--- src/rtl/core/prq_pkg.sv ---
// process ready queue package: record, request and cell control types, operation, status and mode codes
// no dependencies; used by every file of the queue
package prq_pkg;

  localparam int unsigned QUEUE_DEPTH = 16;
  localparam int unsigned CNT_W       = $clog2(QUEUE_DEPTH + 1);
  localparam int unsigned OCC_W       = 5;

  localparam logic [1:0] OP_INSERT = 2'd0;
  localparam logic [1:0] OP_POP    = 2'd1;
  localparam logic [1:0] OP_REMOVE = 2'd2;
  localparam logic [1:0] OP_NONE   = 2'd3;

  localparam logic [1:0] ST_OK       = 2'd0;
  localparam logic [1:0] ST_FULL     = 2'd1;
  localparam logic [1:0] ST_EMPTY    = 2'd2;
  localparam logic [1:0] ST_NOTFOUND = 2'd3;

  localparam logic [1:0] MODE_FCFS = 2'd0;
  localparam logic [1:0] MODE_STF  = 2'd1;
  localparam logic [1:0] MODE_RR   = 2'd2;

  typedef struct packed {
    logic [1:0]  op;
    logic [15:0] proc_id;
    logic [31:0] service_time;
    logic [31:0] arrival_time;
    logic [15:0] quantum;
  } in_req_t;

  typedef struct packed {
    logic [1:0]       status;
    logic [15:0]      out_id;
    logic [31:0]      out_service_time;
    logic [31:0]      out_arrival_time;
    logic [15:0]      out_quantum;
    logic [OCC_W-1:0] occupancy;
  } out_rsp_t;

  typedef struct packed {
    logic [15:0] proc_id;
    logic [31:0] service_time;
    logic [31:0] arrival_time;
    logic [15:0] quantum;
  } rec_t;

  typedef struct packed {
    logic en;
    logic ins;
    logic pop;
    logic sorted;
  } cell_ctrl_t;

endpackage

--- src/rtl/core/prq_cell.sv ---
// one queue slot: holds a record, finds the insert or removal point along the chain
// and shifts towards its neighbours; depends on prq_pkg
module prq_cell import prq_pkg::*; (
  input  logic       clk_i,
  input  cell_ctrl_t ctrl_i,
  input  rec_t       new_rec_i,
  input  logic       valid_i,
  input  rec_t       prev_rec_i,
  input  rec_t       next_rec_i,
  input  logic       hit_before_i,
  input  rec_t       taken_i,
  output rec_t       rec_o,
  output logic       hit_before_o,
  output rec_t       taken_o
);

  rec_t rec_q, rec_d;
  logic hit, first;

  always_comb begin
    if (ctrl_i.ins) begin
      hit = !valid_i || (ctrl_i.sorted && (rec_q.service_time >= new_rec_i.service_time));
    end else begin
      hit = valid_i && (ctrl_i.pop || (rec_q.proc_id == new_rec_i.proc_id));
    end
  end

  assign first        = hit && !hit_before_i;
  assign hit_before_o = hit_before_i || hit;
  assign taken_o      = rec_t'(taken_i | ((first && !ctrl_i.ins) ? rec_q : rec_t'('0)));
  assign rec_o        = rec_q;

  always_comb begin
    rec_d = rec_q;
    if (ctrl_i.en) begin
      if (ctrl_i.ins) begin
        if (first) begin
          rec_d = new_rec_i;
        end else if (hit_before_i) begin
          rec_d = prev_rec_i;
        end
      end else if (hit_before_o) begin
        rec_d = next_rec_i;
      end
    end
  end

  always_ff @(posedge clk_i) begin
    rec_q <= rec_d;
  end

endmodule

--- config.mk ---
export PLATFORM = sky130hd
export DESIGN_NAME = prq_cell
export DESIGN_NICKNAME = d
export VERILOG_FILES = /design/src/rtl/core/prq_pkg.sv /design/src/rtl/core/prq_cell.sv
export SDC_FILE = /design/constraint.sdc
export NUM_CORES = 1
export LEC_CHECK = 0
export BUFFER_PORTS_ARGS = -buffer_cell sky130_fd_sc_hd__buf_2
export CAP_MARGIN = 30
export CORE_AREA = 8 8 221 223
export CTS_CLUSTER_DIAMETER = 100
export DETAILED_ROUTE_END_ITERATION = 7
export DIE_AREA = 0 0 229 231
export GPL_TIMING_DRIVEN = 1
export SYNTH_ARGS = -nofsm -noshare
export SYNTH_HDL_FRONTEND = slang
export SYNTH_SLANG_ARGS = --single-unit
--- constraint.sdc ---
create_clock -name clk_i -period 7.56 [get_ports clk_i]
set_clock_uncertainty 0.05 [all_clocks]
set_input_delay 1.89 -clock clk_i [delete_from_list [all_inputs] [get_ports clk_i]]
set_output_delay 1.89 -clock clk_i [all_outputs]
set_load 0.02 [all_outputs]
# Word-level counts from Yosys, hierarchy flattened
# Cells that the tools add are included.
dict set report classes {
  magnitude_cmp 1
  eq_ne 2
  mux 6
  bitwise_logic 1
  reduce_logical 12
}
# op n
set op_table {}
lappend op_table {{96-bit two-way mux} 5}
lappend op_table {{96-bit OR} 1}
lappend op_table {{32-bit greater-or-equal comparator} 1}
lappend op_table {{16-bit equality test} 1}
lappend op_table {{1-bit logical AND} 4}
lappend op_table {{1-bit logical NOT} 3}
lappend op_table {{1-bit logical OR} 3}
lappend op_table {{3-bit by 2-bit != test with 1-bit output, second input constant} 1}
lappend op_table {{3-bit AND reduction} 1}
lappend op_table {{2-bit nonzero test} 1}
lappend op_table {{1-bit two-way mux} 1}
dict set report totals {
  register_bits 96
  in_bits 391
  out_inout_bits 193
  elab_cells 26
}

# Logic depth before layout (Yosys ltp)
# Gate-level depths: netlist (run 1).
dict set report logic_depth {
  word_depth 8
  mapped_depth 10
  ltp_nobuf 8
}

# Worst setup path after synthesis (run 1)
# No wires, ideal clock.
dict set report synth_path {
  path_kind {input port to flip-flop}
  startpoint {input new_rec_i[61] (netlist name)}
  endpoint {register rec_q (netlist bit rec_o[0]), enable pin}
  setup_time_ns 0.450
  arrival_time_ns 4.998
  t_required_ns 7.060
  setup_slack_ns 2.062
  path_stages 8
  n_path_buf 0
  cell_sequence {inv_1 ha_1 and4_1 nand2_1 a2111oi_4 o31ai_4 nand2_1 o211a_1}
}
dict set report synth_between {
  elab_chain_len 7
  word_cells_on_any_way 9
  cone_classes {order compare (1); eq/ne (1); mux (1); reduce/logical (6)}
}
# item line
set synth_lines {}
lappend synth_lines {{start, declared} prq_cell.sv:6} ;# input rec_t new_rec_i,
lappend synth_lines {{32-bit greater-or-equal comparator *} prq_cell.sv:22} ;# hit = !valid_i || (ctrl_i.sorted && (rec_q.service_time >= new_rec_i.service_time));
lappend synth_lines {{1-bit logical AND *} prq_cell.sv:22}
lappend synth_lines {{1-bit logical OR *} prq_cell.sv:22}
lappend synth_lines {{1-bit two-way mux *} prq_cell.sv:21} ;# if (ctrl_i.ins) begin
lappend synth_lines {{1-bit logical AND or 1-bit logical OR (tied branches)} {prq_cell.sv:28, prq_cell.sv:29}}
lappend synth_lines {{3-bit by 2-bit != test with 1-bit output (no source line) or 2-bit nonzero test (tied branches)} n/a}
lappend synth_lines {{3-bit AND reduction (no source line) *} n/a}
lappend synth_lines {{end signal, assigned} prq_cell.sv:49} ;# rec_q <= rec_d;
lappend synth_lines {{end, declared} prq_cell.sv:17} ;# rec_t rec_q, rec_d;
# Mark *: on every way between the ends. The rest lies on a longest branch, timed or not.
# A chain may end at the register's enable or synchronous reset.

==> run_results.csv, run 1 <==
group,metric,value,unit
cells_and_area,synthToLayoutAreaGrowth,54.7,%
clock_network,htreeDepth,3,
floorplan,rows,78,
detailed_routing,drc,0,
yosys,syn_avg_cell_area,10.1,um2
sta,maxClockFrequency,159,MHz
worst_setup_path,reg2reg_to,"rec_o[4]",
power,p_comb_frac,0.309,
cells_and_area,regArea,2880,um2
global_routing,busiest_layer,"met2",
worst_setup_path,crit_arrival,4.36,ns
detailed_routing,wl_per_cell,19.8,um
global_routing,met3_usage,0.0406,
power,p_per_area,161,nW/um2
yosys,synthMuxAreaShare,0,
yosys,yosys.area_share.simple,0.0967,
global_routing,grt_util_met1,0.147,
yosys,seq_area_frac_synth,0.410,
yosys,ys_seq_elements,96,
detailed_routing,drtPass1Iterations,5,
floorplan,die_area,52900,um2
worst_setup_path,crit_fanout,44,
global_routing,antenna_found_initial,4,
yosys,synth_edf_count,96,
detailed_routing,vias,8157,
power,p_int,1.16,mW
clock_network,path_clk_slew,0.08,ns
cells_and_area,nets,1661,
global_routing,grt_overflow,0,
worst_setup_path,worst_setup_path_start_kind,"input pin",
power,leakagePower,5.46,nW
floorplan,core_area,45100,um2
sta,worst_slew_pin_slew,0.875,ns
yosys,synth_ff_type,"edfxtp_1",
worst_setup_path,criticalPathCategory,"input pin to output port",
detailed_routing,first_iter_violations,353,
yosys,synthAdderAreaFrac,0.0570,
placement,place.gp.congestion,0.903,
global_routing,grt_pass1_wl,53.1,mm
power,power.switching,0.587,mW
outcome,outcome,"finished clean",
power,power,1.75,mW
clock_network,cts_tree,"built",
cells_and_area,drive_gt1_frac,0.500,
cells_and_area,multi_input_area,3600,um2
global_routing,grt_pass1_vias,8798,
power,p_sw_frac,0.336,
detailed_routing,postRouteAntennaNets,0,
sta,rsz0062_at_grt,"false",
yosys,synth_top_area_frac,0.410,
placement,hpwlAfterDp,30.1,mm
clock_network,hold_buffers,0,
hold_path,hp-start,"rec_o[66]",
power,max-vdd-ir-drop,0.0763,mV
yosys,synth-compound-area-share,0.331,
detailed_routing,wl,36.6,mm
floorplan,pin_count,584,
clock_network,clk_latency,0.38,ns
detailed_routing,viasPerCell,4.42,
sta,setup-tns-final,0,ns
yosys,yosys.area.top_type,"edfxtp_1",
yosys,netlist_instances,695,
power,pwr-share-seq,0.394,
yosys,ys_async_sr_fraction,0,
cells_and_area,largest_reg_flops,96,
clock_network,postCtsSetupBuffers,0,
cells_and_area,n_fill_cell,4912,
clock_network,cts-root-buf,"clkbuf_16",
yosys,synth_cell_types,36,
floorplan,die_y,231,um
sta,period_needed,6.30,ns
hold_path,hp-class,"flop to flop",
floorplan,die_w,229,um
yosys,yosysMostFrequentCell,"a21o_1",
yosys,synth_top_family_by_area,"compound AO/OA/AOI/OAI gates",
worst_setup_path,r2r-start,"rec_o[91]",
sta,relSlewSlack,0.416,
global_routing,grt_use_total,0.131,
clock_network,clockBufferDepth,2,
run,cap_violations,0,
placement,io_buffer_count,583,
hold_path,min_path_cells,7,
sta,hold_violations,0,
yosys,syn-cell-area,7030,um2
global_routing,met2_usage,0.213,
global_routing,grt_max_degree,98,
sta,post-route-period-util,0.833,
worst_setup_path,rr_worst_depth,7,
worst_setup_path,end_kind,"output port",
worst_setup_path,cp.required,5.62,ns
sta,finalSetupViolCount,0,
floorplan,start_util,0.156,
sta,drv_slew,0,
yosys,syn_nets,1118,
worst_setup_path,rrSetupSlack,3.72,ns
yosys,synthXorXnorAreaFrac,0.0199,
clock_network,cts_buffers,9,
yosys,ys_top_cells_by_count,"a21o_1, edfxtp_1, inv_1",
power,pwr-share-clk,0.297,
yosys,yosysWarnings,0,
clock_network,cts_resized,0,
hold_path,hold_end,"rec_o[14]",
yosys,synthTopCellsByArea,"edfxtp_1, a21o_1, a221o_1",
clock_network,cts.sinks,96,
-- logic make-up after synthesis --
group | Yosys count
simple gates | 129
buf+inv | 146
flops | 96
fa+ha+maj | 32
compound gates | 276
xor+xnor | 16
-- final cells by class --
cell class,instances,share of cell area
clock buffer,11,0.0214
tap,600,0.0690
multi-input combinational,453,0.331
clock inverter,5,0.00748
timing repair buffer,595,0.277
inverter,83,0.0286
antenna,1,0.000230
sequential,96,0.265
-- critical path: stages --
cell	delay (ns)
buf_2	0.12
xnor2_1	0.15
nand4_1	0.17
nor4_1	0.67
o21ai_1	0.22
nor3_4	0.17
buf_4	0.46
a21o_1	0.22
buf_2	0.17
-- power by group through the flow --
| stage | combinational, mW | sequential, mW | clock, mW |
|---|---|---|---|
| after floorplan | 0.244 | 0.740 | 0 |
| after global placement | 0.540 | 0.700 | 0 |
| after detailed placement | 0.544 | 0.700 | 0 |
| after CTS | 0.547 | 0.689 | 0.547 |
| after global routing | 0.586 | 0.694 | 0.556 |
| final | 0.540 | 0.689 | 0.520 |
-- cell usage in the layout, fill, tap and decap left out, types with 13 or more instances in the layout --
| cell | netlist | routed |
|---|---|---|
| o221ai_1 | 49 | 49 |
| a21oi_1 | 14 | 13 |
| edfxtp_1 | 96 | 96 |
| nor2b_1 | 48 | 47 |
| o2111ai_1 | 49 | 49 |
| ha_1 | 32 | 32 |
| inv_1 | 83 | 83 |
| a21o_1 | 98 | 98 |
| nand2_1 | 59 | 59 |
| xnor2_1 | 16 | 16 |
| a221o_1 | 47 | 47 |
| buf_2 | 15 | 582 |
-- routing by layer --
| layer | routed length (um) | up-vias |
|---|---|---|
| met3 | 2820 | 69 |
| met5 | 11 | - |
| met2 | 17100 | 463 |
| met4 | 2020 | 2 |
| met1 | 14600 | 3844 |
| li1 | - | 3779 |
-- per-stage QoR --
step / setup slack [ns] / instances / area [um2] / utilization / hold WS (ns)
floorplan: 2.06 / 695 / 7030 / - / 1.36
global placement: 1.06 / 1827 / 10600 / 0.234 / 1.58
detailed placement: 0.936 / 1827 / 10600 / 0.234 / 1.59
CTS: 0.928 / 1843 / 10900 / 0.241 / 1.61
global route: 0.991 / 1844 / 10900 / 0.241 / 1.69
finish: 1.26 / 1844 / 10900 / 0.241 / 1.59
-- worst max path at each step --
stage	start	to	slack, ns	cells after the start
global route	new_rec_i[80]	taken_o[63]	0.99	9
global placement	new_rec_i[91]	taken_o[4]	1.06	9
detailed placement	new_rec_i[91]	taken_o[27]	0.94	9
floorplan	new_rec_i[61]	rec_o[0]	2.06	8
finish	new_rec_i[91]	taken_o[35]	1.26	9
CTS	new_rec_i[91]	taken_o[27]	0.93	9
No activity file was read; power rests on OpenSTA's default activity.
==> run 2: changes to the inputs <==
Clock period 7.56 ns to 5.2 ns, I/O delays scaled along.
==> run_results.csv, run 2 (synthesized netlist as in run 1, its figures left out) <==
group,metric,value,unit
floorplan,die_w,229,um
cells_and_area,nets,1664,
clock_network,cts-root-buf,"clkbuf_16",
cells_and_area,synthToLayoutAreaGrowth,56.0,%
global_routing,grt_pass1_vias,8902,
sta,hold_violations,0,
clock_network,htreeDepth,3,
clock_network,cts.sinks,96,
sta,worst_slew_pin_slew,0.928,ns
cells_and_area,final_cell_mix,"buf_2, a21o_1, edfxtp_1",
hold_path,hp-class,"input pin to flop",
global_routing,grt_pass1_wl,53.8,mm
detailed_routing,drc,0,
clock_network,cts_buffers,9,
cells_and_area,largest_reg_flops,96,
floorplan,pin_count,584,
power,p_int,1.74,mW
floorplan,rows,78,
worst_setup_path,criticalPathCategory,"input pin to output port",
clock_network,hold_buffers,0,
power,pwr-share-clk,0.309,
placement,place.gp.congestion,0.885,
floorplan,die_area,52900,um2
sta,rsz0062_at_grt,"false",
power,pwr-share-seq,0.386,
power,p_per_area,237,nW/um2
detailed_routing,wl_met3,2.88,mm
cells_and_area,final_common_cell,"buf_2",
detailed_routing,m1WireLength,14.6,mm
run,cap_violations,0,
worst_setup_path,crit_fanout,54,
global_routing,grt_overflow,0,
global_routing,grt_max_degree,94,
clock_network,cts_tree,"built",
clock_network,postCtsSetupBuffers,0,
floorplan,core_area,45100,um2
power,p_sw_frac,0.329,
placement,io_buffer_count,583,
clock_network,clockBufferDepth,2,
detailed_routing,wl_met2,17.9,mm
cells_and_area,multi_input_area,3600,um2
placement,hpwlAfterDp,30.3,mm
floorplan,die_y,231,um
floorplan,start_util,0.156,
detailed_routing,postRouteAntennaNets,0,
power,max-vdd-ir-drop,0.125,mV
sta,finalSetupViolCount,0,
detailed_routing,wl,36.7,mm
sta,maxClockFrequency,199,MHz
detailed_routing,first_iter_violations,428,
sta,setup-tns-final,0,ns
clock_network,path_clk_slew,0.08,ns
global_routing,antenna_found_initial,4,
detailed_routing,drtPass1Iterations,5,
detailed_routing,routed.top_layer,"met5",
worst_setup_path,worst_setup_path_start_kind,"input pin",
cells_and_area,drive_gt1_frac,0.501,
power,p_comb_frac,0.306,
worst_setup_path,crit_arrival,3.68,ns
worst_setup_path,cp.required,3.85,ns
detailed_routing,vias,8204,
cells_and_area,n_fill_cell,4915,
sta,drv_slew,0,
power,power.switching,0.856,mW
clock_network,clk_latency,0.38,ns
detailed_routing,wl_per_cell,19.9,um
outcome,outcome,"finished clean",
clock_network,cts_resized,0,
worst_setup_path,end_kind,"output port",
sta,post-route-period-util,0.967,
global_routing,grt_use_total,0.131,
cells_and_area,antennaDiodeCount,0,
sta,relSlewSlack,0.381,
sta,period_needed,5.03,ns
power,leakagePower,5.50,nW
detailed_routing,viasPerCell,4.44,
cells_and_area,regArea,2880,um2
sta,timing.hold.ws,1.16,ns
==> run 2: metal layers <==
layer | vias to the layer above | GRT usage
met2 | 484 | 0.225
met5 | - | 0
met1 | 3874 | 0.149
met4 | 2 | 0.0622
li1 | 3790 | -
met3 | 54 | 0.0386
==> run 2: per-stage QoR <==
stage	cell area, um2	setup WS [ns]	instances	total power, mW	utilization
2_1_floorplan	7030	0.292	695	1.43	-
3_3_place_gp	10600	0.0396	1830	1.82	0.236
3_5_place_dp	10600	0.00720	1830	1.82	0.236
4_1_cts	11000	0.00519	1846	2.65	0.243
5_1_grt	11000	0.0241	1846	2.74	0.243
6_report	11000	0.173	1846	2.60	0.243
==> run 2: power by group through the flow <==
stage / clock network (mW) / logic (mW) / registers (mW)
floorplan: 0 / 0.354 / 1.08
global placement: 0 / 0.798 / 1.02
detailed placement: 0 / 0.802 / 1.02
CTS: 0.838 / 0.806 / 1.00
global route: 0.869 / 0.863 / 1.01
finish: 0.802 / 0.794 / 1.00
==> run 2: worst paths after layout <==
kind                                startpoint         end  slack, ns  cells past startpoint
worst min-delay path            prev_rec_i[54]   rec_o[54]       1.16                      2
worst max register to register       rec_o[83]   rec_o[36]       1.52                      8
worst min register to register       rec_o[66]   rec_o[14]       1.35                      6
worst max-delay path             new_rec_i[91]  taken_o[4]       0.17                     10
==> run 2: final cells by class <==
type | instances | area share
clock inverter | 6 | 0.00981
clock buffer | 10 | 0.0209
inverter | 83 | 0.0284
tap | 600 | 0.0684
sequential | 96 | 0.263
multi-input combinational | 453 | 0.328
timing repair buffer | 598 | 0.281
==> run 2: worst max-delay path, cell delays in order <==
cell,delay [ns]
buf_2,0.12
xnor2_1,0.15
nand4_1,0.19
nor4_1,0.63
buf_4,0.21
o21ai_1,0.12
nor3_4,0.25
buf_12,0.27
a21o_1,0.21
buf_2,0.18
